### src/rtl/core/lfu_pkg.sv
// lfu_pkg: shared constants, types and codes for the lfu cache replacement block
// no dependencies; imported by the controller, the datapath and the top level
`default_nettype none

package lfu_pkg;

    // table geometry
    localparam int ENTRIES  = 16;
    localparam int IDX_W    = (ENTRIES > 1) ? $clog2(ENTRIES) : 1;
    localparam int CNT_W    = $clog2(ENTRIES + 1);
    localparam int USE_BITS = 16;
    localparam int STAMP_W  = 48;

    // field widths
    localparam int KEY_W = 32;
    localparam int VAL_W = 31;
    localparam int CAP_W = 5;

    localparam logic [CAP_W-1:0]    CAP_RESET = 5'd16;
    localparam logic [USE_BITS-1:0] USE_MAX   = {USE_BITS{1'b1}};

    // request kinds
    localparam logic MODE_GET = 1'b0;
    localparam logic MODE_PUT = 1'b1;

    // register indexes
    localparam logic REG_CAPACITY = 1'b0;

    // controller states
    typedef enum logic [1:0] {
        ST_IDLE,
        ST_SCAN,
        ST_COMMIT
    } t_state;

    // controller to datapath
    typedef struct packed {
        logic load;    // capture the request and clear the scan results
        logic step;    // examine one table entry
        logic commit;  // write back and load the result register
    } t_cmd;

    // datapath to controller
    typedef struct packed {
        logic scan_done;  // last entry is being examined
        logic out_stall;  // result register full and not taken
    } t_status;

endpackage

`default_nettype wire

### src/rtl/core/lfu_ctrl.sv
// lfu_ctrl: request sequencer (idle, table scan, write back)
// depends on lfu_pkg
`default_nettype none

module lfu_ctrl (
    input  wire               i_clk,
    input  wire               i_rst_n,
    input  wire               i_in_valid,
    output logic              o_in_ready,
    input  lfu_pkg::t_status  i_status,
    output lfu_pkg::t_cmd     o_cmd
);
    import lfu_pkg::*;

    t_state r_state;
    t_state n_state;

    // state register
    always_ff @(posedge i_clk) begin
        if (!i_rst_n) begin
            r_state <= ST_IDLE;
        end else begin
            r_state <= n_state;
        end
    end

    // next state
    always_comb begin
        n_state = r_state;
        case (r_state)
            ST_IDLE: begin
                if (i_in_valid) n_state = ST_SCAN;
            end
            ST_SCAN: begin
                if (i_status.scan_done) n_state = ST_COMMIT;
            end
            ST_COMMIT: begin
                if (!i_status.out_stall) n_state = ST_IDLE;
            end
            default: n_state = ST_IDLE;
        endcase
    end

    // outputs
    always_comb begin
        o_in_ready   = 1'b0;
        o_cmd.load   = 1'b0;
        o_cmd.step   = 1'b0;
        o_cmd.commit = 1'b0;
        case (r_state)
            ST_IDLE: begin
                o_in_ready = 1'b1;
                o_cmd.load = i_in_valid;
            end
            ST_SCAN: begin
                o_cmd.step = 1'b1;
            end
            ST_COMMIT: begin
                o_cmd.commit = !i_status.out_stall;
            end
            default: begin
                o_in_ready = 1'b0;
            end
        endcase
    end

endmodule

`default_nettype wire

### src/rtl/core/lfu_datapath.sv
// lfu_datapath: entry table, sequential scan for match / victim / free slot,
// write back and result register; depends on lfu_pkg
`default_nettype none

module lfu_datapath (
    input  wire                        i_clk,
    input  wire                        i_rst_n,
    input  lfu_pkg::t_cmd              i_cmd,
    output lfu_pkg::t_status           o_status,
    input  wire [lfu_pkg::CAP_W-1:0]   i_capacity,
    input  wire                        i_mode,
    input  wire [lfu_pkg::KEY_W-1:0]   i_key,
    input  wire [lfu_pkg::VAL_W-1:0]   i_value,
    output logic                       o_out_valid,
    input  wire                        i_out_ready,
    output logic                       o_hit,
    output logic [lfu_pkg::VAL_W-1:0]  o_read_value,
    output logic                       o_evicted,
    output logic [lfu_pkg::KEY_W-1:0]  o_evicted_key
);
    import lfu_pkg::*;

    // entry table
    logic [ENTRIES-1:0]  r_valid;
    logic [KEY_W-1:0]    r_key_mem   [ENTRIES];
    logic [VAL_W-1:0]    r_data_mem  [ENTRIES];
    logic [USE_BITS-1:0] r_uses_mem  [ENTRIES];
    logic [STAMP_W-1:0]  r_stamp_mem [ENTRIES];
    logic [STAMP_W-1:0]  r_clock;

    // captured request
    logic             r_mode;
    logic [KEY_W-1:0] r_key;
    logic [VAL_W-1:0] r_val;

    // scan state
    logic [IDX_W-1:0]    r_idx;
    logic [CNT_W-1:0]    r_count;
    logic                r_found_v;
    logic [IDX_W-1:0]    r_found_idx;
    logic [VAL_W-1:0]    r_found_data;
    logic [USE_BITS-1:0] r_found_uses;
    logic                r_vic_v;
    logic [IDX_W-1:0]    r_vic_idx;
    logic [KEY_W-1:0]    r_vic_key;
    logic [USE_BITS-1:0] r_vic_uses;
    logic [STAMP_W-1:0]  r_vic_stamp;
    logic                r_free_v;
    logic [IDX_W-1:0]    r_free_idx;

    // result register
    logic             r_out_valid;
    logic             r_out_hit;
    logic [VAL_W-1:0] r_out_rdata;
    logic             r_out_ev;
    logic [KEY_W-1:0] r_out_evkey;

    // registered table read, fetched one entry ahead of the scan pointer
    logic [IDX_W-1:0]    rd_idx;
    logic [KEY_W-1:0]    r_cur_key;
    logic [VAL_W-1:0]    r_cur_data;
    logic [USE_BITS-1:0] r_cur_uses;
    logic [STAMP_W-1:0]  r_cur_stamp;

    // current entry under the scan pointer
    logic                cur_v;
    logic [KEY_W-1:0]    cur_key;
    logic [USE_BITS-1:0] cur_uses;
    logic [STAMP_W-1:0]  cur_stamp;
    logic                better;

    assign rd_idx = i_cmd.load ? '0 : r_idx + IDX_W'(1);

    always_ff @(posedge i_clk) begin
        if (i_cmd.load || i_cmd.step) begin
            r_cur_key   <= r_key_mem[rd_idx];
            r_cur_data  <= r_data_mem[rd_idx];
            r_cur_uses  <= r_uses_mem[rd_idx];
            r_cur_stamp <= r_stamp_mem[rd_idx];
        end
    end

    assign cur_v     = r_valid[r_idx];
    assign cur_key   = r_cur_key;
    assign cur_uses  = r_cur_uses;
    assign cur_stamp = r_cur_stamp;
    assign better    = !r_vic_v || (cur_uses < r_vic_uses) ||
                       ((cur_uses == r_vic_uses) && (cur_stamp < r_vic_stamp));

    // write-back decision
    logic                full;
    logic                cap_zero;
    logic                do_evict;
    logic                wr_en;
    logic                wr_new;
    logic                wr_data_only;
    logic [IDX_W-1:0]    wr_idx;
    logic [USE_BITS-1:0] wr_uses;

    assign full     = (32'(r_count) >= 32'(ENTRIES));
    assign cap_zero = (i_capacity == '0);

    always_comb begin
        do_evict     = 1'b0;
        wr_en        = 1'b0;
        wr_new       = 1'b0;
        wr_data_only = 1'b0;
        wr_idx       = r_found_idx;
        wr_uses      = (r_found_uses == USE_MAX) ? USE_MAX
                                                 : r_found_uses + USE_BITS'(1);
        if (r_mode == MODE_GET) begin
            wr_en = r_found_v;
        end else if (!cap_zero) begin
            if (r_found_v) begin
                wr_en        = 1'b1;
                wr_data_only = 1'b1;
            end else begin
                do_evict = r_vic_v && (full || (32'(r_count) >= 32'(i_capacity)));
                wr_en    = do_evict || r_free_v;
                wr_new   = 1'b1;
                wr_idx   = do_evict ? r_vic_idx : r_free_idx;
                wr_uses  = USE_BITS'(1);
            end
        end
    end

    // status to controller
    assign o_status.scan_done = i_cmd.step && (r_idx == IDX_W'(ENTRIES - 1));
    assign o_status.out_stall = r_out_valid && !i_out_ready;

    // request capture and scan
    always_ff @(posedge i_clk) begin
        if (i_cmd.load) begin
            r_mode    <= i_mode;
            r_key     <= i_key;
            r_val     <= i_value;
            r_idx     <= '0;
            r_count   <= '0;
            r_found_v <= 1'b0;
            r_vic_v   <= 1'b0;
            r_free_v  <= 1'b0;
        end else if (i_cmd.step) begin
            r_idx <= r_idx + IDX_W'(1);
            if (!cur_v) begin
                if (!r_free_v) begin
                    r_free_v   <= 1'b1;
                    r_free_idx <= r_idx;
                end
            end else begin
                r_count <= r_count + CNT_W'(1);
                if (!r_found_v && (cur_key == r_key)) begin
                    r_found_v    <= 1'b1;
                    r_found_idx  <= r_idx;
                    r_found_data <= r_cur_data;
                    r_found_uses <= cur_uses;
                end
                if (better) begin
                    r_vic_v     <= 1'b1;
                    r_vic_idx   <= r_idx;
                    r_vic_key   <= cur_key;
                    r_vic_uses  <= cur_uses;
                    r_vic_stamp <= cur_stamp;
                end
            end
        end
    end

    // table write back and access clock
    always_ff @(posedge i_clk) begin
        if (!i_rst_n) begin
            r_valid <= '0;
            r_clock <= '0;
        end else if (i_cmd.commit && wr_en) begin
            r_valid[wr_idx] <= 1'b1;
            r_clock         <= r_clock + STAMP_W'(1);
        end
    end

    always_ff @(posedge i_clk) begin
        if (i_cmd.commit && wr_en) begin
            r_uses_mem[wr_idx]  <= wr_uses;
            r_stamp_mem[wr_idx] <= r_clock;
            if (wr_new) begin
                r_key_mem[wr_idx] <= r_key;
            end
            if (wr_new || wr_data_only) begin
                r_data_mem[wr_idx] <= r_val;
            end
        end
    end

    // result register
    always_ff @(posedge i_clk) begin
        if (!i_rst_n) begin
            r_out_valid <= 1'b0;
        end else if (i_cmd.commit) begin
            r_out_valid <= 1'b1;
        end else if (i_out_ready) begin
            r_out_valid <= 1'b0;
        end
    end

    always_ff @(posedge i_clk) begin
        if (i_cmd.commit) begin
            r_out_hit   <= r_found_v;
            r_out_rdata <= ((r_mode == MODE_GET) && r_found_v) ? r_found_data : '0;
            r_out_ev    <= do_evict;
            r_out_evkey <= do_evict ? r_vic_key : '0;
        end
    end

    assign o_out_valid   = r_out_valid;
    assign o_hit         = r_out_hit;
    assign o_read_value  = r_out_rdata;
    assign o_evicted     = r_out_ev;
    assign o_evicted_key = r_out_evkey;

endmodule

`default_nettype wire

### src/rtl/core/lfu_cache_replacement_top.sv
// LFU key-value cache with least-recently-used tie-break.
// Input stream: one beat per request. tuser carries the mode (get or put),
// tdata carries key in bits [31:0] and value in bits [62:32].
// Output stream: exactly one beat per request. tuser bit 0 is hit, bit 1 is
// evicted; tdata carries read_value in bits [30:0], evicted_key in [62:31].
// APB register at byte address 0: capacity_in_use (5 bits, reset 16); write
// it only while no request is in flight.
// Each request walks the 16-entry table one entry per cycle, looking for the
// key, the least-used / oldest victim and the first free slot, then writes
// back. A new request is accepted only after the previous one has written
// back; the table is scanned through a single-entry read port.
// The result register frees the input side: the next request is accepted
// while a result still waits. If the receiver stalls, the next request halts
// in its write-back cycle until the result register drains.
// Reset empties the table (valid bits clear at once, no clearing pass),
// zeroes the access clock and sets the capacity to 16.
// depends on lfu_pkg, lfu_ctrl, lfu_datapath
`default_nettype none

module lfu_cache_replacement_top (
    input  wire         i_clk,
    input  wire         i_rst_n,
    // request stream
    input  wire         s_axis_tvalid,
    output logic        s_axis_tready,
    input  wire  [63:0] s_axis_tdata,   // key[31:0], value[62:32], zero pad
    input  wire  [0:0]  s_axis_tuser,   // mode[0]
    // result stream
    output logic        m_axis_tvalid,
    input  wire         m_axis_tready,
    output logic [63:0] m_axis_tdata,   // read_value[30:0], evicted_key[62:31], zero pad
    output logic [1:0]  m_axis_tuser,   // hit[0], evicted[1]
    // configuration
    input  wire         psel,
    input  wire         penable,
    input  wire         pwrite,
    input  wire  [2:0]  paddr,
    input  wire  [31:0] pwdata,
    output logic [31:0] prdata,
    output logic        pready
);
    import lfu_pkg::*;

    t_cmd    cmd;
    t_status status;

    logic [CAP_W-1:0] r_capacity;
    logic             cfg_sel;

    logic             hit;
    logic [VAL_W-1:0] read_value;
    logic             evicted;
    logic [KEY_W-1:0] evicted_key;

    // configuration register
    assign pready  = 1'b1;
    assign cfg_sel = (paddr[2] == REG_CAPACITY);

    always_ff @(posedge i_clk) begin
        if (!i_rst_n) begin
            r_capacity <= CAP_RESET;
        end else if (psel && penable && pwrite && cfg_sel) begin
            r_capacity <= pwdata[CAP_W-1:0];
        end
    end

    assign prdata = cfg_sel ? 32'(r_capacity) : '0;

    // sequencer
    lfu_ctrl u_ctrl (
        .i_clk      (i_clk),
        .i_rst_n    (i_rst_n),
        .i_in_valid (s_axis_tvalid),
        .o_in_ready (s_axis_tready),
        .i_status   (status),
        .o_cmd      (cmd)
    );

    // table and result register
    lfu_datapath u_datapath (
        .i_clk         (i_clk),
        .i_rst_n       (i_rst_n),
        .i_cmd         (cmd),
        .o_status      (status),
        .i_capacity    (r_capacity),
        .i_mode        (s_axis_tuser[0]),
        .i_key         (s_axis_tdata[KEY_W-1:0]),
        .i_value       (s_axis_tdata[KEY_W+VAL_W-1:KEY_W]),
        .o_out_valid   (m_axis_tvalid),
        .i_out_ready   (m_axis_tready),
        .o_hit         (hit),
        .o_read_value  (read_value),
        .o_evicted     (evicted),
        .o_evicted_key (evicted_key)
    );

    // result beat packing
    assign m_axis_tuser = {evicted, hit};
    assign m_axis_tdata = {1'b0, evicted_key, read_value};

endmodule

`default_nettype wire
### config.mk
export PLATFORM = sky130hd
export DESIGN_NAME = lfu_cache_replacement_top
export DESIGN_NICKNAME = d
export VERILOG_FILES = /design/src/rtl/core/lfu_pkg.sv /design/src/rtl/core/lfu_ctrl.sv /design/src/rtl/core/lfu_datapath.sv /design/src/rtl/core/lfu_cache_replacement_top.sv
export SDC_FILE = /design/constraint.sdc
export NUM_CORES = 2
export LEC_CHECK = 0
export BUFFER_PORTS_ARGS = -buffer_cell sky130_fd_sc_hd__buf_2
export CAP_MARGIN = 0
export CORE_MARGIN = 4
export CORE_UTILIZATION = 45
export DETAILED_ROUTE_END_ITERATION = 12
export PLACE_DENSITY_LB_ADDON = 0.12
export SLEW_MARGIN = 20
export SYNTH_ARGS = -nofsm -noshare
export SYNTH_HDL_FRONTEND = slang
export SYNTH_HIERARCHICAL = 1
export SYNTH_SLANG_ARGS = --single-unit
### constraint.sdc
create_clock -name i_clk -period 23.6 [get_ports i_clk]
set_input_delay 1.18 -clock i_clk [delete_from_list [all_inputs] [get_ports i_clk]]
set_output_delay 1.18 -clock i_clk [all_outputs]
set_load 0.03 [all_outputs]
Yosys cells after proc, flatten, opt, wreduce, memory -nomap -nowiden
Memories as Yosys holds them, arrays and structs flattened. A register that Yosys moved wholly into a read port is not among the register bits.
Cells that the tools add are included.
{"block": "totals", "register_bits": 368, "mem_bits_rw": 2032, "input_bits": 107, "out_inout_bits": 101, "wordCells": 131, "memories": 4}
{"block": "classes", "add_sub_neg": 4, "n_lt_le_gt_ge": 7, "n_eq_ne": 9, "mux": 44, "bitwise": 6, "reduce_logical": 32}
{"name": "u_datapath.r_stamp_mem", "words": 16, "width": 48, "rd": 1, "rd_clocked_by_memory_dff": 1, "write_ports": 1, "line_no": "lfu_datapath.sv:28", "source": "logic [STAMP_W-1:0] r_stamp_mem [ENTRIES];"}
{"name": "u_datapath.r_key_mem", "words": 16, "width": 32, "rd": 1, "rd_clocked_by_memory_dff": 1, "write_ports": 1, "line_no": "lfu_datapath.sv:25", "source": "logic [KEY_W-1:0] r_key_mem [ENTRIES];"}
{"name": "u_datapath.r_data_mem", "words": 16, "width": 31, "rd": 1, "rd_clocked_by_memory_dff": 1, "write_ports": 1, "line_no": "lfu_datapath.sv:26", "source": "logic [VAL_W-1:0] r_data_mem [ENTRIES];"}
{"name": "u_datapath.r_uses_mem", "words": 16, "width": 16, "rd": 1, "rd_clocked_by_memory_dff": 1, "write_ports": 1, "line_no": "lfu_datapath.sv:27", "source": "logic [USE_BITS-1:0] r_uses_mem [ENTRIES];"}
{"cell": "$mux W16", "count": 4}
{"cell": "$add A48 B1 Y48 const B", "count": 1}
{"cell": "$lt A48 B48 Y1", "count": 1}
{"cell": "$eq A32 B32 Y1", "count": 1}
{"cell": "$mux W1", "count": 28}
{"cell": "$mux W4", "count": 5}
{"cell": "$add A16 B1 Y16 const B", "count": 1}
{"cell": "$eq A16 B16 Y1", "count": 1}
{"cell": "$eq A16 B16 Y1 const B", "count": 1}
{"cell": "$lt A16 B16 Y1", "count": 1}
{"cell": "$or A16 B16 Y16", "count": 1}
{"cell": "$reduce_and A4 Y1", "count": 3}
{"cell": "$logic_and A1 B1 Y1", "count": 11}
{"cell": "$lt A4 B5 Y1 const B", "count": 2}
{"cell": "$reduce_and A3 Y1", "count": 3}
{"cell": "$logic_or A1 B1 Y1", "count": 6}
{"cell": "$mux W2", "count": 3}
{"cell": "$ne A2 B2 Y1 const B", "count": 3}
{"cell": "$pmux W2 S3", "count": 1}
{"cell": "$add A5 B1 Y5 const B", "count": 1}
{"cell": "$ge A5 B5 Y1", "count": 1}
{"cell": "$ge A5 B5 Y1 const B", "count": 1}
{"cell": "$logic_not A5 Y1", "count": 1}
{"cell": "$mux W5", "count": 1}
{"cell": "12 further kinds", "count": 20}

Depth between registers and ports, before layout
{"block": "logic_depth", "ltp_word": 12, "mapped_depth": 12, "depth_no_buf": 8}

By module
The synthesis kept the hierarchy.
{"mod": "lfu_datapath", "n_inst": 1, "cells_per_inst": 5835, "area_per_inst_um2": 98634.6, "seq_area_each_um2": 74901.8}
{"mod": "lfu_cache_replacement_top", "n_inst": 1, "cells_per_inst": 61, "area_per_inst_um2": 501.7, "seq_area_each_um2": 100.1}
{"mod": "lfu_ctrl", "n_inst": 1, "cells_per_inst": 13, "area_per_inst_um2": 101.3, "seq_area_each_um2": 40.0}

Least setup slack after synthesis
No wires, ideal clock.
{"block": "synth_path", "path_type": "input -> register", "from": "in m_axis_tready", "to": "mem u_datapath.r_stamp_mem[10][0], enable pin", "setup_time_ns": 0.565, "arrival_time_ns": 9.579, "t_required_ns": 23.035, "setup_slack_ns": 13.456, "path_stages": 7, "n_path_buf": 1, "cell_sequence": "nor2b_1 -> nor2_1 -> o21ai_2 -> nor2_1 -> o211ai_2 -> buf_2 -> nor3_1"}
{"item": "from (decl)", "line_no": "lfu_cache_replacement_top.sv:30", "source": "input wire m_axis_tready,"}
{"item": "to (decl)", "line_no": "lfu_datapath.sv:28"}

==> impl_metrics.toml <==
[yosys]
synth.distinct_cells = 80
syn_inst = 5909
synth_seq_cells = 2527
synth-compound-area-share_pct = 6.68
ys.flop_type = "edfxtp_1"
yosysSeqAreaShare_pct = 75.6
synthXorXnorAreaFrac_pct = 0.538
synth-edff-count = 2443
ys_warn_count = 6
postSynthAreaPerCell_um2 = 16.8
synthArstFlopShare_pct = 0
synthAdderAreaFrac_pct = 0.920
synth_mux_area_share_pct = 8.29
yosys.area_share.simple_pct = 5.85
synth_top_family_by_area = "multiplexers"
synth_area_um2 = 99200

[critical_path]
required_ns = 24.28
startpoint_type = "flip-flop"
cp_max_fo = 62
r2r_slack_ns = 17.53
regToRegEndpoint = "u_datapath/r_cur_data[0]"
worstPathArrival_ns = 6.76
cp_slowest_cell = "buf_4"
critPathKind = "reg2reg"
setup.worst_path.end_class = "flip-flop"
reg2reg_from = "u_ctrl/r_state[0]"
crit_top_cell = "buf_4"
r2r_cells = 9
critPathMaxStageDelay_ns = 0.87
path_cells = "nor2_1 -> and2_4 -> buf_4 -> or2_4 -> buf_4 -> buf_4 -> mux2i_1 -> mux4_2 -> a21oi_1"

[global_routing]
overflow = 0
grt_pass1_vias = 52300
grt_pass1_wl_um = 351000
antenna_found_initial = 10
track_usage_pct = 20.7
grt_max_degree = 149

[job]
max_cap_violations = 0

[power]
total_power_mw = 10.5
p_sw_share_pct = 24.1
power_density_nw_per_um2 = 93.6
ir_drop_uv = 58.6
clkPwrFrac_pct = 40.0
pwr-share-seq_pct = 48.7
p_switching_mw = 2.53
combPwrFrac_pct = 11.3
p_int_mw = 7.98
leakage_nw = 37.7

[floorplanning]
initial_core_util_pct = 45.2
num_rows = 172
die_h_um = 478
core_region_area_um2 = 220000
die_w_um = 478
dieArea_um2 = 228000
io-pin-count = 208

[sta]
finalHoldViolCount = 0
tns_ns = 0
post-route-period-util_pct = 25.7
skew_ns = 0.0456
worst_pin_slew_ns = 1.11
maxSlewViolCount = 0
max_freq_ghz = 0.165
max_slew_margin_pct = 26.2
setup_viol = 0
timing.hold.ws_ns = 0.417
rsz0062_at_grt = "false"
finalCriticalPeriod_ns = 6.07

[min_path]
hold_depth = 0
hp-start = "u_datapath/r_cur_data[12]"
worstHoldPathType = "reg2reg"
whs_endpoint = "u_datapath/r_found_data[12]"

[drt]
avgViaCountPerCell = 5.70
drt_wl_total_um = 241000
vias = 52500
avgRoutedWirePerCell_um = 26.2
drc_errors = 0
ant_nets = 0
drt_iter0_drc = 4537
firstDrtPassIters = 7

[clocking]
clkLatencyLatePin_ns = 0.91
cts_resized = 0
post-cts-setup-buffers = 0
htree_num_levels = 5
cts_buffers = 288
clk_path_buf_depth = 4
cts_sinks = 2527
cts-hold-fix-buffers = 0
cts_tree = "yes"
root_buffer = "clkbuf_16"
clk_transition_reported_paths_ns = 0.06

[finish]
final_cell_mix = "edfxtp_1, nand2_1, mux2i_1, a211oi_1, clkbuf_16"
nNetsFinal = 6300
drive_above_1_share_pct = 14.1
areaGrowthSynthToFinish_pct = 13.1
design_area_um2 = 112000
mostFrequentLayoutCell = "edfxtp_1"

[placed_design]
post_dp_cell_area_um2 = 103000
io_buffers = 148
gp_congestion = 0.734
hpwl_um = 117000

[outcome]
outcome = "completed"
==> final cells by class <==
cell class,instances,area (µm²)
fillers,17800,107000
flip-flops and latches,2527,75000
multi-input cells,2938,22600
clock buffers,380,7900
well taps,2871,3590
repair buffers,279,1800
clock inverters,112,923
inverters,86,323
diodes,6,15.0
==> per-layer routing <==
layer  vias up  part of all wire, %  track usage, %
li1      23600                    -               -
met1     27000                   45            29.9
met2      1432                   46            32.7
met3       402                  5.7            3.44
met4         4                  2.5            5.73
met5         -               0.0087               0
==> worst max-delay path by stage <==
stage | slack (ns) | depth (start not counted) | end | startpoint
final | 17.53 | 9 | u_datapath/r_cur_data[0] | u_ctrl/r_state[0]
after global routing | 17.34 | 9 | u_datapath/r_cur_data[9] | u_ctrl/r_state[0]
after CTS | 17.54 | 9 | u_datapath/r_cur_data[0] | u_ctrl/r_state[0]
after detailed placement | 16.81 | 9 | u_datapath/r_cur_data[0] | s_axis_tvalid
after global placement | 16.83 | 9 | u_datapath/r_cur_data[0] | s_axis_tvalid
after floorplan | 13.46 | 7 | u_datapath/r_stamp_mem[10][0] | m_axis_tready
==> synth_stat cells (3+ instances only) <==
cell,instances,area share [%]
edfxtp_1,2443,74
nand2_1,586,2.2
mux2i_1,519,5.2
a211oi_1,382,2.9
nor2b_1,261,1.6
clkbuf_1,218,0.82
a21oi_1,202,1.0
mux4_2,134,3.0
a311oi_1,126,1.1
a31oi_1,126,0.79
buf_2,92,0.46
inv_1,85,0.32
dfxtp_1,84,1.7
ha_1,73,0.92
and2_1,67,0.42
nor3_1,56,0.28
nor2_1,48,0.18
xnor2_1,46,0.41
buf_4,41,0.31
nand3_1,32,0.16
nand4_1,29,0.18
buf_1,28,0.11
o21ai_0,23,0.12
o31ai_1,21,0.16
or4_1,21,0.16
or3_1,15,0.095
xor2_1,15,0.13
nand2b_1,13,0.082
o41ai_1,11,0.097
and3_1,8,0.050
nor4_1,7,0.044
a21o_1,6,0.045
and4_1,6,0.053
buf_6,6,0.068
and2b_2,5,0.044
o211ai_1,5,0.038
o21ai_1,5,0.025
o41ai_2,5,0.082
or2_2,4,0.025
a211o_1,3,0.026
o21a_1,3,0.023
o221ai_1,3,0.026
==> kinds of logic after synthesis <==
group / Yosys count
buf+inv: 471
xor+xnor: 61
other cells: 2
compound gates: 944
flops: 2527
simple gates: 1177
mux: 654
fa+ha+maj: 73
==> sequential cells by signal, summed over array words and instances (netlist names), 31 cells and up <==
signal	flops
u_datapath/r_stamp_mem	768
u_datapath/r_key_mem	512
u_datapath/r_data_mem	496
u_datapath/r_uses_mem	256
u_datapath/cur_stamp	48
u_datapath/r_clock	48
u_datapath/r_vic_stamp	48
u_datapath/cur_key	32
u_datapath/o_evicted_key	32
u_datapath/r_key	32
u_datapath/r_vic_key	32
u_datapath/o_read_value	31
u_datapath/r_cur_data	31
u_datapath/r_found_data	31
u_datapath/r_val	31
==> power groups by stage <==
| stage | Clock, mW | Sequential (mW) | Combinational, mW |
|---|---|---|---|
| 6_report | 4.20 | 5.12 | 1.19 |
| 5_1_grt | 4.48 | 5.13 | 1.30 |
| 4_1_cts | 4.30 | 5.12 | 1.20 |
| 3_5_place_dp | 0 | 5.21 | 1.20 |
| 3_3_place_gp | 0 | 5.21 | 1.19 |
| 2_1_floorplan | 0 | 5.16 | 0.890 |
==> critical path: cells and delay by family (launching register included) <==
family | cells | cell delay, ns
buffers and inverters | 3 | 2.59
AOI/OAI and AO/OA | 1 | 0.29
and+or+nand+nor | 3 | 1.68
muxes | 2 | 0.66
DFF | 1 | 0.35
==> metrics by stage <==
stage,instances,utilization [%],worst slack [ns]
CTS,9190,51.1,17.54
finish,9199,51.1,17.53
detailed placement,8698,47.1,16.81
global placement,8698,47.1,16.83
floorplan,5936,-,13.46
global route,9196,51.1,17.34
(Power assumes the default switching activity.)
